===== src/hat_pkg.sv =====
// Shared types and constants for the host availability tracker.
// No dependencies; imported by every module of the block.
`default_nettype none

package hat_pkg;

    // Field and storage widths
    localparam int PCNT_W    = 32;
    localparam int TIME_W    = 24;
    localparam int EVT_W     = 16;
    localparam int THR_W     = 8;
    localparam int AVL_W     = 14;
    localparam int CFG_IDX_W = 1;
    localparam int PROD_W    = PCNT_W + AVL_W;
    localparam int QUO_W     = TIME_W;
    localparam int STEP_W    = $clog2(QUO_W + 1);

    // Availability scale: hundredths of a percent
    localparam logic [AVL_W-1:0] AVL_SCALE = AVL_W'(10000);

    // Saturation limits
    localparam logic [PCNT_W-1:0] PCNT_MAX = '1;
    localparam logic [EVT_W-1:0]  EVT_MAX  = '1;

    // Configuration register indexes and reset values
    localparam logic [CFG_IDX_W-1:0] CFG_FAIL_THR = CFG_IDX_W'(0);
    localparam logic [CFG_IDX_W-1:0] CFG_REC_THR  = CFG_IDX_W'(1);
    localparam logic [THR_W-1:0]     FAIL_THR_RST = THR_W'(2);
    localparam logic [THR_W-1:0]     REC_THR_RST  = THR_W'(3);

    typedef enum logic [1:0] {
        HS_UNKNOWN    = 2'd0,
        HS_UP         = 2'd1,
        HS_DOWN       = 2'd2,
        HS_RECOVERING = 2'd3
    } host_state_t;

    typedef enum logic [1:0] {
        METH_NONE = 2'd0,
        METH_SNMP = 2'd1,
        METH_PING = 2'd2,
        METH_BOTH = 2'd3
    } method_t;

    // Controller to datapath commands
    typedef struct packed {
        logic capture;
        logic prep;
        logic mean_fin;
        logic avl_start;
        logic load_out;
    } hat_cmd_t;

    // Datapath to controller status
    typedef struct packed {
        logic was_up;
        logic div_busy;
    } hat_sts_t;

endpackage

`default_nettype wire


===== src/hat_div.sv =====
// Shared restoring divider, one quotient bit per cycle.
// Depends on hat_pkg.
`default_nettype none

module hat_div (
    input  logic                       clk,
    input  logic                       rst_n,
    input  logic                       start,
    input  logic [hat_pkg::PCNT_W-1:0] init_rem,
    input  logic [hat_pkg::QUO_W-1:0]  init_quo,
    input  logic [hat_pkg::PCNT_W-1:0] divisor,
    input  logic [hat_pkg::STEP_W-1:0] steps,
    output logic                       busy,
    output logic [hat_pkg::QUO_W-1:0]  quotient,
    output logic                       rem_nz
);
    import hat_pkg::*;

    logic [PCNT_W-1:0] rem_reg, rem_next;
    logic [QUO_W-1:0]  quo_reg, quo_next;
    logic [PCNT_W-1:0] dvs_reg;
    logic [STEP_W-1:0] cnt_reg, cnt_next;
    logic [PCNT_W:0]   shifted;
    logic [PCNT_W:0]   diff;
    logic              take;

    // One trial subtraction per step; remainder stays below the divisor
    assign shifted = {rem_reg, quo_reg[QUO_W-1]};
    assign diff    = shifted - {1'b0, dvs_reg};
    assign take    = (shifted >= {1'b0, dvs_reg});

    always_comb
    begin
        rem_next = rem_reg;
        quo_next = quo_reg;
        cnt_next = cnt_reg;
        if (start)
        begin
            rem_next = init_rem;
            quo_next = init_quo;
            cnt_next = steps;
        end
        else if (busy)
        begin
            rem_next = take ? diff[PCNT_W-1:0] : shifted[PCNT_W-1:0];
            quo_next = {quo_reg[QUO_W-2:0], take};
            cnt_next = cnt_reg - 1'b1;
        end
    end

    // Step counter
    always_ff @(posedge clk or negedge rst_n)
    begin
        if (!rst_n)
        begin
            cnt_reg <= '0;
        end
        else
        begin
            cnt_reg <= cnt_next;
        end
    end

    // Operand registers
    always_ff @(posedge clk)
    begin
        rem_reg <= rem_next;
        quo_reg <= quo_next;
        if (start)
        begin
            dvs_reg <= divisor;
        end
    end

    assign busy     = (cnt_reg != '0);
    assign quotient = quo_reg;
    assign rem_nz   = |rem_reg;

endmodule

`default_nettype wire


===== src/hat_dp.sv =====
// Datapath: config registers, host state, poll counters, time statistics,
// mean and availability division, output register. Depends on hat_pkg, hat_div.
`default_nettype none

module hat_dp (
    input  logic                          clk,
    input  logic                          rst_n,
    input  hat_pkg::hat_cmd_t             cmd,
    output hat_pkg::hat_sts_t             sts,
    input  logic                          cfg_we,
    input  logic [hat_pkg::CFG_IDX_W-1:0] cfg_index,
    input  logic [hat_pkg::THR_W-1:0]     cfg_data,
    input  logic                          poll_up,
    input  logic [1:0]                    method,
    input  logic                          community_set,
    input  logic [hat_pkg::TIME_W-1:0]    ping_rtt,
    input  logic [hat_pkg::TIME_W-1:0]    snmp_time,
    output logic [1:0]                    host_state,
    output logic [hat_pkg::EVT_W-1:0]     event_count,
    output logic                          state_event,
    output logic                          mark_fail_date,
    output logic                          mark_recover_date,
    output logic [hat_pkg::PCNT_W-1:0]    total_count,
    output logic [hat_pkg::PCNT_W-1:0]    failed_count,
    output logic [hat_pkg::AVL_W-1:0]     availability,
    output logic [hat_pkg::TIME_W-1:0]    current_time,
    output logic [hat_pkg::TIME_W-1:0]    minimum_time,
    output logic [hat_pkg::TIME_W-1:0]    maximum_time,
    output logic [hat_pkg::TIME_W-1:0]    average_time
);
    import hat_pkg::*;

    // Configuration
    logic [THR_W-1:0]  thr_fail_reg, thr_rec_reg;

    // Tracker state
    host_state_t       st_reg, st_next;
    logic [EVT_W-1:0]  evt_reg, evt_next;
    logic [PCNT_W-1:0] total_reg, total_next;
    logic [PCNT_W-1:0] failed_reg, failed_next;
    logic [TIME_W-1:0] now_reg, now_next;
    logic [TIME_W-1:0] min_reg, min_next;
    logic [TIME_W-1:0] max_reg, max_next;
    logic [TIME_W-1:0] mean_reg;
    logic              ev_reg, ev_next;
    logic              fd_reg, fd_next;
    logic              rd_reg, rd_next;
    logic              up_reg;

    // Division bookkeeping
    logic [PCNT_W-1:0] upc_reg;
    logic [PROD_W-1:0] prod_reg;
    logic              rise_reg;

    logic [EVT_W-1:0]  evt_bump;
    logic [EVT_W-1:0]  rec_cnt;
    logic [TIME_W:0]   time_sum;
    logic [TIME_W-1:0] ptime;
    logic [PCNT_W-1:0] upc;
    logic [PCNT_W-1:0] mean_div;
    logic [TIME_W-1:0] mean_gap;

    logic              div_start;
    logic [PCNT_W-1:0] div_rem;
    logic [QUO_W-1:0]  div_quo;
    logic [PCNT_W-1:0] div_dvs;
    logic [STEP_W-1:0] div_steps;
    logic              div_busy;
    logic [QUO_W-1:0]  div_q;
    logic              div_rnz;

    // Poll time selection
    assign time_sum = {1'b0, snmp_time} + {1'b0, ping_rtt};

    always_comb
    begin
        case (method_t'(method))
            METH_BOTH: ptime = community_set ? time_sum[TIME_W:1] : ping_rtt;
            METH_SNMP: ptime = community_set ? snmp_time : '0;
            METH_PING: ptime = ping_rtt;
            METH_NONE: ptime = '0;
            default:   ptime = '0;
        endcase
    end

    // Saturating event counter step
    assign evt_bump = (evt_reg == EVT_MAX) ? evt_reg : evt_reg + 1'b1;
    assign rec_cnt  = (st_reg == HS_DOWN) ? EVT_W'(1) : evt_bump;

    // Next tracker state for an accepted poll
    always_comb
    begin
        st_next     = st_reg;
        evt_next    = evt_reg;
        ev_next     = 1'b0;
        fd_next     = 1'b0;
        rd_next     = 1'b0;
        total_next  = (total_reg == PCNT_MAX) ? total_reg : total_reg + 1'b1;
        failed_next = failed_reg;
        now_next    = now_reg;
        min_next    = min_reg;
        max_next    = max_reg;
        if (!poll_up)
        begin
            failed_next = (failed_reg == PCNT_MAX) ? failed_reg : failed_reg + 1'b1;
            case (st_reg)
                HS_UP:
                begin
                    evt_next = evt_bump;
                    if (evt_bump >= EVT_W'(thr_fail_reg))
                    begin
                        st_next = HS_DOWN;
                        ev_next = 1'b1;
                        fd_next = (thr_fail_reg == THR_W'(1));
                    end
                    else
                    begin
                        fd_next = (evt_bump == EVT_W'(1));
                    end
                end
                HS_RECOVERING:
                begin
                    evt_next = EVT_W'(1);
                    st_next  = HS_DOWN;
                end
                HS_UNKNOWN:
                begin
                    evt_next = '0;
                    st_next  = HS_DOWN;
                end
                default:
                begin
                    evt_next = evt_bump;
                end
            endcase
        end
        else
        begin
            now_next = ptime;
            min_next = (ptime < min_reg) ? ptime : min_reg;
            max_next = (ptime > max_reg) ? ptime : max_reg;
            case (st_reg)
                HS_DOWN, HS_RECOVERING:
                begin
                    st_next  = HS_RECOVERING;
                    evt_next = rec_cnt;
                    if (rec_cnt >= EVT_W'(thr_rec_reg))
                    begin
                        st_next  = HS_UP;
                        ev_next  = 1'b1;
                        rd_next  = (thr_rec_reg == THR_W'(1));
                        evt_next = '0;
                    end
                    else
                    begin
                        rd_next = (rec_cnt == EVT_W'(1));
                    end
                end
                default:
                begin
                    st_next  = HS_UP;
                    evt_next = '0;
                end
            endcase
        end
    end

    // Configuration registers
    always_ff @(posedge clk or negedge rst_n)
    begin
        if (!rst_n)
        begin
            thr_fail_reg <= FAIL_THR_RST;
            thr_rec_reg  <= REC_THR_RST;
        end
        else if (cfg_we)
        begin
            case (cfg_index)
                CFG_FAIL_THR: thr_fail_reg <= cfg_data;
                CFG_REC_THR:  thr_rec_reg  <= cfg_data;
                default:      ;
            endcase
        end
    end

    // Up-poll count and mean operands
    assign upc      = total_reg - failed_reg;
    assign mean_div = (upc == '0) ? PCNT_W'(1) : upc;
    assign mean_gap = (now_reg >= mean_reg) ? now_reg - mean_reg : mean_reg - now_reg;

    // Tracker state registers
    always_ff @(posedge clk or negedge rst_n)
    begin
        if (!rst_n)
        begin
            st_reg     <= HS_UNKNOWN;
            evt_reg    <= '0;
            total_reg  <= '0;
            failed_reg <= '0;
            now_reg    <= '0;
            min_reg    <= '1;
            max_reg    <= '0;
            mean_reg   <= '0;
            ev_reg     <= 1'b0;
            fd_reg     <= 1'b0;
            rd_reg     <= 1'b0;
            up_reg     <= 1'b0;
        end
        else
        begin
            if (cmd.capture)
            begin
                st_reg     <= st_next;
                evt_reg    <= evt_next;
                total_reg  <= total_next;
                failed_reg <= failed_next;
                now_reg    <= now_next;
                min_reg    <= min_next;
                max_reg    <= max_next;
                ev_reg     <= ev_next;
                fd_reg     <= fd_next;
                rd_reg     <= rd_next;
                up_reg     <= poll_up;
            end
            // rising mean adds the floor, falling mean subtracts the ceiling
            if (cmd.mean_fin)
            begin
                if (rise_reg)
                begin
                    mean_reg <= mean_reg + div_q[TIME_W-1:0];
                end
                else
                begin
                    mean_reg <= mean_reg - div_q[TIME_W-1:0]
                                - {{(TIME_W-1){1'b0}}, div_rnz};
                end
            end
        end
    end

    // Division operand staging
    always_ff @(posedge clk)
    begin
        if (cmd.prep)
        begin
            upc_reg  <= upc;
            rise_reg <= (now_reg >= mean_reg);
        end
        prod_reg <= PROD_W'(upc_reg) * PROD_W'(AVL_SCALE);
    end

    // Divider setup: mean step or availability
    assign div_start = (cmd.prep && up_reg) || cmd.avl_start;
    assign div_rem   = cmd.avl_start ? prod_reg[PROD_W-1:AVL_W] : '0;
    assign div_quo   = cmd.avl_start ?
                       {prod_reg[AVL_W-1:0], {(QUO_W-AVL_W){1'b0}}} : mean_gap;
    assign div_dvs   = cmd.avl_start ? total_reg : mean_div;
    assign div_steps = cmd.avl_start ? STEP_W'(AVL_W) : STEP_W'(QUO_W);

    hat_div u_div (
        .clk      (clk),
        .rst_n    (rst_n),
        .start    (div_start),
        .init_rem (div_rem),
        .init_quo (div_quo),
        .divisor  (div_dvs),
        .steps    (div_steps),
        .busy     (div_busy),
        .quotient (div_q),
        .rem_nz   (div_rnz)
    );

    // Output register
    always_ff @(posedge clk)
    begin
        if (cmd.load_out)
        begin
            host_state        <= st_reg;
            event_count       <= evt_reg;
            state_event       <= ev_reg;
            mark_fail_date    <= fd_reg;
            mark_recover_date <= rd_reg;
            total_count       <= total_reg;
            failed_count      <= failed_reg;
            availability      <= div_q[AVL_W-1:0];
            current_time      <= now_reg;
            minimum_time      <= min_reg;
            maximum_time      <= max_reg;
            average_time      <= mean_reg;
        end
    end

    assign sts.was_up   = up_reg;
    assign sts.div_busy = div_busy;

endmodule

`default_nettype wire


===== src/hat_ctrl.sv =====
// Controller: sequences capture, mean division, availability division and
// the output handshake. Depends on hat_pkg.
`default_nettype none

module hat_ctrl (
    input  logic              clk,
    input  logic              rst_n,
    input  logic              in_valid,
    output logic              in_ready,
    output logic              out_valid,
    input  logic              out_ready,
    output hat_pkg::hat_cmd_t cmd,
    input  hat_pkg::hat_sts_t sts
);
    import hat_pkg::*;

    typedef enum logic [7:0] {
        S_IDLE     = 8'b0000_0001,
        S_PREP     = 8'b0000_0010,
        S_MULT     = 8'b0000_0100,
        S_MEAN     = 8'b0000_1000,
        S_MEAN_FIN = 8'b0001_0000,
        S_AVL_GO   = 8'b0010_0000,
        S_AVL      = 8'b0100_0000,
        S_DONE     = 8'b1000_0000
    } ctrl_state_t;

    ctrl_state_t state_reg, state_next;
    logic        out_valid_reg, out_valid_next;

    // Next state and commands
    always_comb
    begin
        state_next = state_reg;
        cmd        = '0;
        case (state_reg)
            S_IDLE:
            begin
                if (in_valid)
                begin
                    cmd.capture = 1'b1;
                    state_next  = S_PREP;
                end
            end
            S_PREP:
            begin
                cmd.prep   = 1'b1;
                state_next = sts.was_up ? S_MEAN : S_MULT;
            end
            S_MULT:
            begin
                state_next = S_AVL_GO;
            end
            S_MEAN:
            begin
                if (!sts.div_busy)
                begin
                    state_next = S_MEAN_FIN;
                end
            end
            S_MEAN_FIN:
            begin
                cmd.mean_fin = 1'b1;
                state_next   = S_AVL_GO;
            end
            S_AVL_GO:
            begin
                cmd.avl_start = 1'b1;
                state_next    = S_AVL;
            end
            S_AVL:
            begin
                if (!sts.div_busy)
                begin
                    state_next = S_DONE;
                end
            end
            S_DONE:
            begin
                if (!out_valid_reg || out_ready)
                begin
                    cmd.load_out = 1'b1;
                    state_next   = S_IDLE;
                end
            end
            default:
            begin
                state_next = S_IDLE;
            end
        endcase
    end

    // Output valid: set on load, cleared when taken
    always_comb
    begin
        out_valid_next = out_valid_reg;
        if (cmd.load_out)
        begin
            out_valid_next = 1'b1;
        end
        else if (out_ready)
        begin
            out_valid_next = 1'b0;
        end
    end

    always_ff @(posedge clk or negedge rst_n)
    begin
        if (!rst_n)
        begin
            state_reg     <= S_IDLE;
            out_valid_reg <= 1'b0;
        end
        else
        begin
            state_reg     <= state_next;
            out_valid_reg <= out_valid_next;
        end
    end

    assign in_ready  = (state_reg == S_IDLE);
    assign out_valid = out_valid_reg;

endmodule

`default_nettype wire


===== src/host_availability_tracker_core.sv =====
// Top level of the host availability tracker: controller plus datapath.
// Depends on hat_pkg, hat_ctrl, hat_dp (and hat_div through hat_dp).
//
//   channel   handshake              payload
//   -------   --------------------   ------------------------------------------
//   poll in   in_valid / in_ready    poll_up method community_set ping_rtt snmp_time
//   result    out_valid / out_ready  host_state ... average_time
//   config    cfg_we                 cfg_index cfg_data
//
// An up poll runs the mean division, then the availability division; a down poll
// runs only the availability one. The shared restoring divider gives one quotient
// bit per cycle, 24 for the mean and 14 for availability. One request is in work
// at a time. The result sits in an output register, so the next request is
// accepted as soon as the result is loaded, even while out_ready is low.
// Reset is asynchronous, active low; no clearing pass is needed after reset.
`default_nettype none

module host_availability_tracker_core (
    input  logic                          clk,
    input  logic                          rst_n,
    input  logic                          cfg_we,
    input  logic [hat_pkg::CFG_IDX_W-1:0] cfg_index,
    input  logic [hat_pkg::THR_W-1:0]     cfg_data,
    input  logic                          in_valid,
    output logic                          in_ready,
    input  logic                          poll_up,
    input  logic [1:0]                    method,
    input  logic                          community_set,
    input  logic [hat_pkg::TIME_W-1:0]    ping_rtt,
    input  logic [hat_pkg::TIME_W-1:0]    snmp_time,
    output logic                          out_valid,
    input  logic                          out_ready,
    output logic [1:0]                    host_state,
    output logic [hat_pkg::EVT_W-1:0]     event_count,
    output logic                          state_event,
    output logic                          mark_fail_date,
    output logic                          mark_recover_date,
    output logic [hat_pkg::PCNT_W-1:0]    total_count,
    output logic [hat_pkg::PCNT_W-1:0]    failed_count,
    output logic [hat_pkg::AVL_W-1:0]     availability,
    output logic [hat_pkg::TIME_W-1:0]    current_time,
    output logic [hat_pkg::TIME_W-1:0]    minimum_time,
    output logic [hat_pkg::TIME_W-1:0]    maximum_time,
    output logic [hat_pkg::TIME_W-1:0]    average_time
);
    import hat_pkg::*;

    hat_cmd_t cmd;
    hat_sts_t sts;

    hat_ctrl u_ctrl (
        .clk       (clk),
        .rst_n     (rst_n),
        .in_valid  (in_valid),
        .in_ready  (in_ready),
        .out_valid (out_valid),
        .out_ready (out_ready),
        .cmd       (cmd),
        .sts       (sts)
    );

    hat_dp u_dp (
        .clk               (clk),
        .rst_n             (rst_n),
        .cmd               (cmd),
        .sts               (sts),
        .cfg_we            (cfg_we),
        .cfg_index         (cfg_index),
        .cfg_data          (cfg_data),
        .poll_up           (poll_up),
        .method            (method),
        .community_set     (community_set),
        .ping_rtt          (ping_rtt),
        .snmp_time         (snmp_time),
        .host_state        (host_state),
        .event_count       (event_count),
        .state_event       (state_event),
        .mark_fail_date    (mark_fail_date),
        .mark_recover_date (mark_recover_date),
        .total_count       (total_count),
        .failed_count      (failed_count),
        .availability      (availability),
        .current_time      (current_time),
        .minimum_time      (minimum_time),
        .maximum_time      (maximum_time),
        .average_time      (average_time)
    );

endmodule

`default_nettype wire


===== config.mk =====
export PLATFORM = sky130hd
export DESIGN_NAME = host_availability_tracker_core
export DESIGN_NICKNAME = d
export VERILOG_FILES = /design/src/hat_pkg.sv /design/src/hat_div.sv /design/src/hat_dp.sv /design/src/hat_ctrl.sv /design/src/host_availability_tracker_core.sv
export SDC_FILE = /design/constraint.sdc
export NUM_CORES = 2
export LEC_CHECK = 0
export BUFFER_PORTS_ARGS = -buffer_cell sky130_fd_sc_hd__buf_4
export CAP_MARGIN = 20
export CORE_MARGIN = 5
export CORE_UTILIZATION = 50
export CTS_BUF_LIST = sky130_fd_sc_hd__clkbuf_4 sky130_fd_sc_hd__clkbuf_8 sky130_fd_sc_hd__clkbuf_16
export DETAILED_ROUTE_END_ITERATION = 10
export PLACE_DENSITY = 0.68
export SETUP_SLACK_MARGIN = 0.4
export SKIP_LAST_GASP = 1
export SYNTH_ARGS = -nofsm -noshare
export SYNTH_HDL_FRONTEND = slang
export SYNTH_SLANG_ARGS = --single-unit

===== constraint.sdc =====
create_clock -name clk -period 20 [get_ports clk]
set_clock_uncertainty 0.05 [all_clocks]
set_input_delay 1 -clock clk [delete_from_list [all_inputs] [get_ports clk]]
set_output_delay 1 -clock clk [all_outputs]
set_load 0.1 [all_outputs]

==> impl_metrics.yaml <==
outcome:
  outcome: "finished, final reports clean"
clock_tree:
  post_cts_buffers: 0
  cts_buffers: 59
  clk_latency_ns: 0.63
  clock_sinks: 570
  clock_path_buffers: 3
  cts_resized: 0
  clk_pin_slew_ns: 0.06
  ctsHoldBuffers: 0
  cts_tree: "done"
  root_buffer: "clkbuf_16"
  ctsHtreeMaxLevel: 2
placed_design:
  routabilityCongestion: 0.923
  hpwlAfterDp_um: 78700
  port_buffers: 262
  dpl.cell_count: 5067
routing:
  dr.pass1.iters: 6
  drt_wl_total_um: 103000
  dr_total_vias: 29403
  via_per_inst: 5.68
  drc: 0
  post_drt_wl_per_cell_um: 19.8
  antenna_left: 0
  drtIter0Drc: 2191
logic_synthesis:
  synthSimpleGateAreaFrac_pct: 12.8
  synth.ff_latch_count: 570
  synth_fp_nets: 4400
  ys.flop_type: "edfxtp_1"
  synth_compound_area_share_pct: 14.5
  synth_top_family_by_area: "adder cells"
  synth_area_leaders: "edfxtp_1 (25%), ha_1 (13%), dfrtp_1 (12%)"
  postSynthAreaPerCell_um2: 9.94
  synth_seq_area_share_pct: 40.9
  synth_top_area_share_pct: 24.8
  ys_warn_count: 0
  synth-adder-area-share_pct: 17.5
  yosys.area.top_type: "edfxtp_1"
  synthMuxAreaShare_pct: 2.71
  yosys.area_share.xor_xnor_pct: 5.32
  syn_area_um2: 38300
  synth_cells: 3854
  synth_edf_count: 316
  synth_async_sr_flop_share_pct: 37.2
  synth.distinct_cells: 101
worst_setup_path:
  endpoint_kind: "flip-flop"
  cp-endpoint: "u_dp.prod_reg[45]"
  arrival_ns: 6.38
  required_ns: 20.47
  timing.rr.start: "u_dp.upc_reg[6]"
  worstPathCellList: "inv_1 -> fa_1 -> inv_1 -> ha_1 -> fa_1 -> ha_1 -> inv_1 -> fa_1 -> inv_1 -> ha_1 -> a211oi_1 -> o21a_1 -> or4_1 -> a31oi_1 -> and4_1 -> o311ai_1 -> a31oi_1 -> a22o_1 -> o41ai_2 -> o311ai_1"
  reg2reg_slack_ns: 14.09
  worst_r2r_endpoint: "u_dp.prod_reg[45]"
  max_stage_delay_ns: 0.56
  cp-start-kind: "flip-flop"
  critPathSlowestCell: "fa_1"
  worst-setup-path-type: "reg2reg"
  path_common_cell: "inv_1"
  worstRegToRegCells: 20
  cp_max_fo: 6
  crit_start: "u_dp.upc_reg[6]"
timing:
  timing.final.crit_share_pct: 29.6
  finalHoldViolations: 0
  worst_pin_slew_ns: 0.946
  fmax_ghz: 0.169
  finalSetupViolCount: 0
  tns_ns: 0
  period_needed_ns: 5.91
  slew_headroom_pct: 36.3
  drv_slew: 0
  rsz0062_at_grt: "no"
global_route:
  grt_max_degree: 80
  grt_use_met2_pct: 39.5
  busiest_layer: "met2"
  overflow: 0
  grt_pass1_wl_um: 159000
  use_met3_pct: 3.23
  grt_pass1_vias: 27992
  antenna_found_initial: 1
  groute.usage.overall_pct: 24.1
  met1_usage_pct: 34.0
die:
  initial_core_util_pct: 50.5
  die-area_um2: 82300
  core_area_um2: 75900
  row_count: 101
  die_y_um: 287
  io_pins: 263
  chipWidth_um: 287
cells_and_area:
  final_common_cell: "inv_1"
  layout-drive-gt1-share_pct: 13.0
  antennaDiodeCount: 0
  largest_reg_flops: 42
  final_cell_mix: "inv_1 (519), ha_1 (389), edfxtp_1 (316), nand2_1 (308), buf_4 (289)"
  syn_to_final_growth_pct: 13.4
  fillerInstances: 6664
  stdcell_count: 5180
  finish.net_count: 4645
min_path:
  hp-class: "in2async"
pwr:
  ir_worst_vdd_v: 0.000298
  powerDensity_nw_per_um2: 186
  power.leakage_nw: 19.6
flow_run:
  maxCapViolCount: 0
layer usage:
layer  share of wire, %  vias up
li1                   -    14057
met1                 44    14235
met2                 46      941
met3                6.1      170
met4                3.0        0
met5                  0        -
worst min path at each step:
stage,start,to,slack (ns),depth (start not counted)
3_5_place_dp,u_dp.ev_reg,u_dp.state_event,0.39,0
5_1_grt,rst_n,u_dp.mean_reg[22],0.33,1
3_3_place_gp,u_dp.ev_reg,u_dp.state_event,0.38,0
2_1_floorplan,u_dp.upc_reg[2],u_dp.prod_reg[6],0.33,0
6_report,rst_n,u_ctrl.state_reg[7],0.29,1
4_1_cts,rst_n,u_ctrl.state_reg[7],0.31,1
worst max-delay path: cells and delay by family (launching register included):
kind | cells | cell delay (ns)
fa+ha+maj | 6 | 2.48
compound gates | 8 | 1.69
flops | 1 | 0.47
simple gates | 2 | 0.82
buf+inv | 4 | 0.29
Yosys cell counts (all sizes together), types with 29 or more instances:
cell type and instances:
inv 522, ha 389, edfxtp 316, nand2 311
a21oi 242, nor2 235, dfrtp 184, o21ai 184
xnor2 159, fa 91, nand3 91, a21o 88
clkbuf 75, xor2 74, mux2 71, nor3 65
nand4 49, dfxtp 42, o21a 40, nand2b 37
nor4 35, a31oi 34, and3 33, buf 32
nor2b 32, o31ai 31, or3 29
cell families (layout without fill, tap and decap cells):
group / count (synthesis) / in the layout
AND/OR/NAND/NOR: 996 / 996
AO/OA/AOI/OAI: 851 / 851
buffers and inverters: 629 / 925
flip-flops: 570 / 570
adder cells (fa/ha/maj): 480 / 480
XOR/XNOR: 233 / 233
multiplexers: 95 / 95
through the flow:
stage	total power [mW]	hold slack [ns]	setup WS, ns	utilization [%]	area [µm²]
floorplan	5.70	0.326	7.91	-	38300
global placement	6.82	0.384	13.34	54.5	41400
detailed placement	6.89	0.388	13.29	54.5	41400
CTS	8.08	0.311	13.91	57.2	43400
global route	8.82	0.329	13.74	57.2	43400
finish	8.07	0.287	14.09	57.2	43400
report_power, final:
group / internal [mW] / switching (mW) / total (mW)
Sequential: 1.65 / 0.282 / 1.94
Clock: 0.672 / 0.476 / 1.15
Combinational: 2.07 / 2.92 / 4.99
cell type report:
class	count	area, µm²	area share, %
inverter	522	1960	4.51
multi-input combinational	2655	20300	46.7
clock buffer	76	1680	3.87
tap	1030	1290	2.97
sequential	570	15700	36.1
timing repair buffer	291	2210	5.09
clock inverter	36	363	0.835
(Power assumes the default switching activity.)
